`src/rtl/core/mtps_pkg.sv`:
```
// Package of the multi-threshold pulse scaler core: widths, codes and
// request and response types. Depends on nothing.
`default_nettype none

package mtps_pkg;

  localparam int NUM_LEVELS_DEF = 128;
  localparam int SAMPLE_W       = 14;
  localparam int HOLD_W         = 16;
  localparam int COUNT_W        = 32;
  localparam int LEVEL_W        = 7;
  localparam int CFG_W          = 16;
  localparam int CFG_IDX_W      = 1;

  localparam logic [SAMPLE_W-1:0] TOP_RESET  = 14'd3662;
  localparam logic [HOLD_W-1:0]   HOLD_RESET = 16'd0;

  localparam logic [CFG_IDX_W-1:0] REG_THRESHOLD_TOP = 1'd0;
  localparam logic [CFG_IDX_W-1:0] REG_HOLDOFF       = 1'd1;

  typedef enum logic [1:0] {
    MODE_FEED  = 2'd0,
    MODE_READ  = 2'd1,
    MODE_CLEAR = 2'd2
  } mode_e;

  typedef struct packed {
    logic [1:0]          mode;
    logic [SAMPLE_W-1:0] sample;
    logic [LEVEL_W-1:0]  level_index;
  } req_t;

  typedef struct packed {
    logic [LEVEL_W-1:0] level_index_out;
    logic [COUNT_W-1:0] pulse_count;
  } rsp_t;

  // Per-cycle commands broadcast to every level.
  typedef struct packed {
    logic feed;
    logic clear;
  } lane_ctl_t;

endpackage

`default_nettype wire

```
`src/rtl/core/mtps_lane.sv`:
```
// One threshold level: armed flag, hold-off counter and saturating pulse count.
// Depends on mtps_pkg.
`default_nettype none

module mtps_lane #(
  parameter int LEVEL = 0,
  parameter int SUM_W = 15
) (
  input  wire                           clk_i,
  input  wire                           rst_ni,
  input  wire mtps_pkg::lane_ctl_t      ctl_i,
  input  wire [mtps_pkg::SAMPLE_W-1:0]  sample_i,
  input  wire [mtps_pkg::SAMPLE_W-1:0]  top_i,
  input  wire [mtps_pkg::HOLD_W-1:0]    holdoff_i,
  output logic [mtps_pkg::COUNT_W-1:0]  count_o
);
  import mtps_pkg::*;

  logic               armed_q, armed_d;
  logic [HOLD_W-1:0]  since_q, since_d;
  logic [COUNT_W-1:0] count_q, count_d;
  logic [SUM_W-1:0]   smp_sum, top_ext;
  logic               below, above;
  logic [HOLD_W-1:0]  since_inc;

  // sample < top - LEVEL is the same as sample + LEVEL < top, with no sign.
  assign smp_sum   = SUM_W'(sample_i) + SUM_W'(LEVEL);
  assign top_ext   = SUM_W'(top_i);
  assign below     = smp_sum < top_ext;
  assign above     = smp_sum > top_ext;
  assign since_inc = (since_q == '1) ? since_q : since_q + HOLD_W'(1);

  always_comb begin
    armed_d = armed_q;
    since_d = since_q;
    count_d = count_q;
    if (ctl_i.clear) begin
      count_d = '0;
    end else if (ctl_i.feed) begin
      if (armed_q && below) begin
        if (count_q != '1) begin
          count_d = count_q + COUNT_W'(1);
        end
        armed_d = 1'b0;
        since_d = '0;
      end else if (!armed_q) begin
        since_d = since_inc;
        if (above && (since_inc > holdoff_i)) begin
          armed_d = 1'b1;
        end
      end
    end
  end

  always_ff @(posedge clk_i or negedge rst_ni) begin
    if (!rst_ni) begin
      armed_q <= 1'b1;
      since_q <= '0;
      count_q <= '0;
    end else begin
      armed_q <= armed_d;
      since_q <= since_d;
      count_q <= count_d;
    end
  end

  assign count_o = count_q;

endmodule

`default_nettype wire

```
`config.mk`:
```
export PLATFORM = sky130hd
export DESIGN_NAME = mtps_lane
export DESIGN_NICKNAME = d
export VERILOG_FILES = /design/src/rtl/core/mtps_pkg.sv /design/src/rtl/core/mtps_lane.sv
export SDC_FILE = /design/constraint.sdc
export NUM_CORES = 1
export LEC_CHECK = 0
export BUFFER_PORTS_ARGS = -buffer_cell sky130_fd_sc_hd__clkbuf_2
export CORE_MARGIN = 2
export CORE_UTILIZATION = 45
export CTS_CLUSTER_SIZE = 28
export DETAILED_ROUTE_END_ITERATION = 8
export GPL_TIMING_DRIVEN = 0
export PLACE_DENSITY = 0.75
export SYNTH_ARGS = -nofsm -noshare
export SYNTH_HDL_FRONTEND = slang
export SYNTH_SLANG_ARGS = --single-unit
```
`constraint.sdc`:
```
create_clock -name clk_i -period 3.05 [get_ports clk_i]
set_input_delay 0.1525 -clock clk_i [delete_from_list [all_inputs] [get_ports clk_i]]
set_output_delay 0.1525 -clock clk_i [all_outputs]
set_load 0.01 [all_outputs]
```
==> results.md <==
### Status
• result of the run: completed

### Route
• first drt pass iteration count: 4
• residual antenna-violating net count after detailed routing: 0
• count of unresolved DRC violations after routing: 0
• vias after detailed routing: 3948
• average wire per cell in the routed design: 15.3 µm
• initial drt markers: 284
• DRT Wirelength: 10200 µm
• number of vias per cell after detailed routing: 5.96

### CTS
• buffers from clock root to sink, at most: 2
• Worst-Skew Late Latency: 0.31 ns
• count of clock tree sinks: 49
• Clock Pin Slew Worst Setup and Hold Paths: 0.10 ns
• CTS Root Cell: clkbuf_8
• CTS tree: built
• clock buffers created by TritonCTS: 5
• maximum level of the CTS H-tree: 2

### Critical path
• largest stage delay on the critical path: 0.44 ns
• cell with the biggest individual delay on the critical path: dfrtp_1
• dominant cell type by count on the critical path: ha_1
• startpoint types: flip-flop
• ordered cell list for the critical path: ha_1, and4_1, and3_2, a21boi_4, and2_1, xor2_1, ha_1, nand4_1, nor4_2, a21oi_1, o22ai_1, a31oi_1
• critical path endpoint category: flip-flop
• maximum fanout along the worst path: 6
• crit path DAT: 3.12 ns
• crit path buf inv count: 0
• required time at the endpoint of the critical path: 3.29 ns
• type of the worst setup path: reg2reg
• largest delay contributor family on the critical path: simple AND/OR/NAND/NOR gates

### Floorplanning
• Core Box Area: 8300 µm²
• Starting Density: 46.7%
• Die Span Y: 96.8 µm
• floorplan row count: 33
• floorplan die area: 9370 µm²
• boundary pin count: 80
• die boundary width: 96.8 µm

### Pwr
• Pwr Density: 342 nW/µm²
• Overall Power: 0.00156 W
• LEAKAGE: 2.20 nW
• maximum vdd ir drop: 231 µV

### Final layout
• Total Nets Final: 636
• ratio of cells with drive above 1 in the final layout: 21.9%
• final instance count without filler cells: 662
• area growth from synthesis to final layout: 17.8%
• ant diodes: 0

### Global route
• vias in the first global route: 3802
• remaining global-route overflow: 0
• pin count of the biggest net entering global routing: 50
• total routing usage reported by global routing: 22.4%
• initial antenna violation count: 0
• global-route wire length before repair: 17700 µm

### Worst hold path
• Tightest Hold Check Type: in2async

### Timing
• highest clock frequency the design can meet: 347 MHz
• relative slew slack: 57.4%
• unrepaired setup endpoints after global routing: false
• number of failing hold endpoints at the final stage: 0
• Tmin final: 2.88 ns
• count of endpoints failing setup in the final report: 0
• Worst Skew: 0.0110 ns
• final number of max-transition violations: 0
• Worst Tran Pin Value: 0.634 ns
• share of the clock period used by the worst path: 94.5%

### Yosys
• number of enable-type register cells in the synthesized netlist: 0
• post-synthesis instance total: 468
• number of register bits inferred by synthesis: 49
• post-synthesis async set-or-reset flop share: 100%
• most instantiated flip-flop cell in the synthesis netlist: dfrtp_1
• warning count from the yosys run: 0
• syn_area_per_cell: 8.28 µm²
• number of distinct library cell variants in the gate-level netlist after synthesis: 54
• Net Count, Synth: 548
• post-synthesis cell area: 3880 µm²
• part of the Yosys area used for sequential elements: 31.7%

### Placed design
• RePlAce Congestion: 0.860
• DPL Wire Length: 7750 µm
• # placed instances: 652
• count of port buffers added during placement: 79

### Job
• maxcap violations: 0

## cell type report
class / count / area (µm²)
Fill cell: 764 / 3730
Multi-Input combinational cell: 365 / 2470
Sequential cell: 49 / 1230
Timing Repair Buffer: 83 / 440
Tap cell: 105 / 131
Inverter: 32 / 120
Buffer: 20 / 91.3
Clock buffer: 8 / 90.1
## report_power, final
group          switching, W  internal (W)  total, W
clock              0.000223      0.000186  0.000408
combinational      0.000255      0.000182  0.000437
sequential        0.0000352      0.000680  0.000715
## Yosys cell counts, types with 3 or more instances
master / number / area share [%]
xor2_1: 3 / 0.68
nand3_1: 22 / 2.8
ha_1: 32 / 10
nand4_1: 9 / 1.5
buf_2: 7 / 0.90
nand2_1: 50 / 4.8
inv_1: 32 / 3.1
or4_1: 18 / 3.5
and2_1: 6 / 0.97
or3_1: 7 / 1.1
and3_1: 12 / 1.9
mux2_2: 13 / 3.8
nand2b_1: 7 / 1.1
dfrtp_1: 48 / 31
clkbuf_1: 14 / 1.4
nor4_1: 5 / 0.81
o211a_1: 3 / 0.77
o31ai_1: 15 / 2.9
nor2b_1: 12 / 1.9
xnor2_1: 9 / 2.0
a31oi_1: 3 / 0.48
a21oi_1: 47 / 6.1
and4_1: 4 / 0.90
nor3_1: 8 / 1.0
o21ai_0: 12 / 1.5
o211ai_1: 4 / 0.77
nor2_1: 28 / 2.7
## cell usage in the layout (no fill, tap or decap), types with 6 or more instances in the layout
master	count
clkbuf_2	78
nand2_1	50
dfrtp_1	48
a21oi_1	46
inv_1	32
ha_1	32
nor2_1	28
nand3_1	22
or4_1	18
o31ai_1	15
clkbuf_1	14
mux2_2	13
o21ai_0	12
nor2b_1	12
and3_1	10
nand4_1	9
xnor2_1	9
buf_2	8
nor3_1	8
nand2b_1	7
or3_1	7
and2_1	6
clkbuf_8	6
## routing by layer
metal	share of wire, %	GRT usage, %
met2	47	35.8
met4	2.7	8.67
met3	6.3	2.96
met5	0	0
met1	44	30.9
## through the flow
| stage | cell area, µm² | worst slack (ns) | TNS (ns) | hold WS (ns) | util (%) |
|---|---|---|---|---|---|
| floorplan | 3880 | 0.257 | 0 | -0.143 | - |
| global placement | 4400 | -0.258 | -0.258 | 0.484 | 53.1 |
| detailed placement | 4400 | -0.253 | -0.253 | 0.480 | 53.1 |
| CTS | 4510 | 0.0198 | 0 | 0.138 | 54.4 |
| global route | 4570 | 0.000940 | 0 | 0.305 | 55.0 |
| finish | 4570 | 0.167 | 0 | 0.277 | 55.0 |
## flip-flops by register name (all words and copies together), names as in the netlist
signal   cells
count_o     32
armed_q      1
since_q     16
## worst paths after layout
check	startpoint	endpoint	slack (ns)	cells past startpoint
hold reg to reg	since_q[9]	since_q[9]	0.53	1
setup / recovery	since_q[0]	armed_q	0.17	12
setup reg to reg	since_q[0]	armed_q	0.17	12
hold / removal	rst_ni	count_o[18]	0.28	2
min in group clk_i	ctl_i[0]	since_q[9]	0.28	4
max in group asynchronous	rst_ni	armed_q	2.20	3
## logic make-up (layout without fill, tap and decap cells)
group / count (synthesis) / in the layout / share of synthesized area (%)
compound gates: 106 / 106 / 17.2
fa+ha+maj: 32 / 32 / 10.3
simple gates: 200 / 200 / 28.2
mux: 15 / 15 / 4.29
flops: 49 / 49 / 31.7
buf+inv: 54 / 143 / 5.65
xor+xnor: 12 / 12 / 2.71
## what timing repair did
| action | in CTS | in global routing |
|---|---|---|
| resized for setup | 4 | 4 |
| setup buffers | 0 | 2 |
| setup endpoints to repair | 1 | 1 |
| pin swaps | 0 | 1 |
| hold buffers | 0 | 1 |
| hold endpoints to repair | 0 | 14 |
| cloned | 0 | 0 |
No activity file was read; power rests on OpenSTA's default activity.
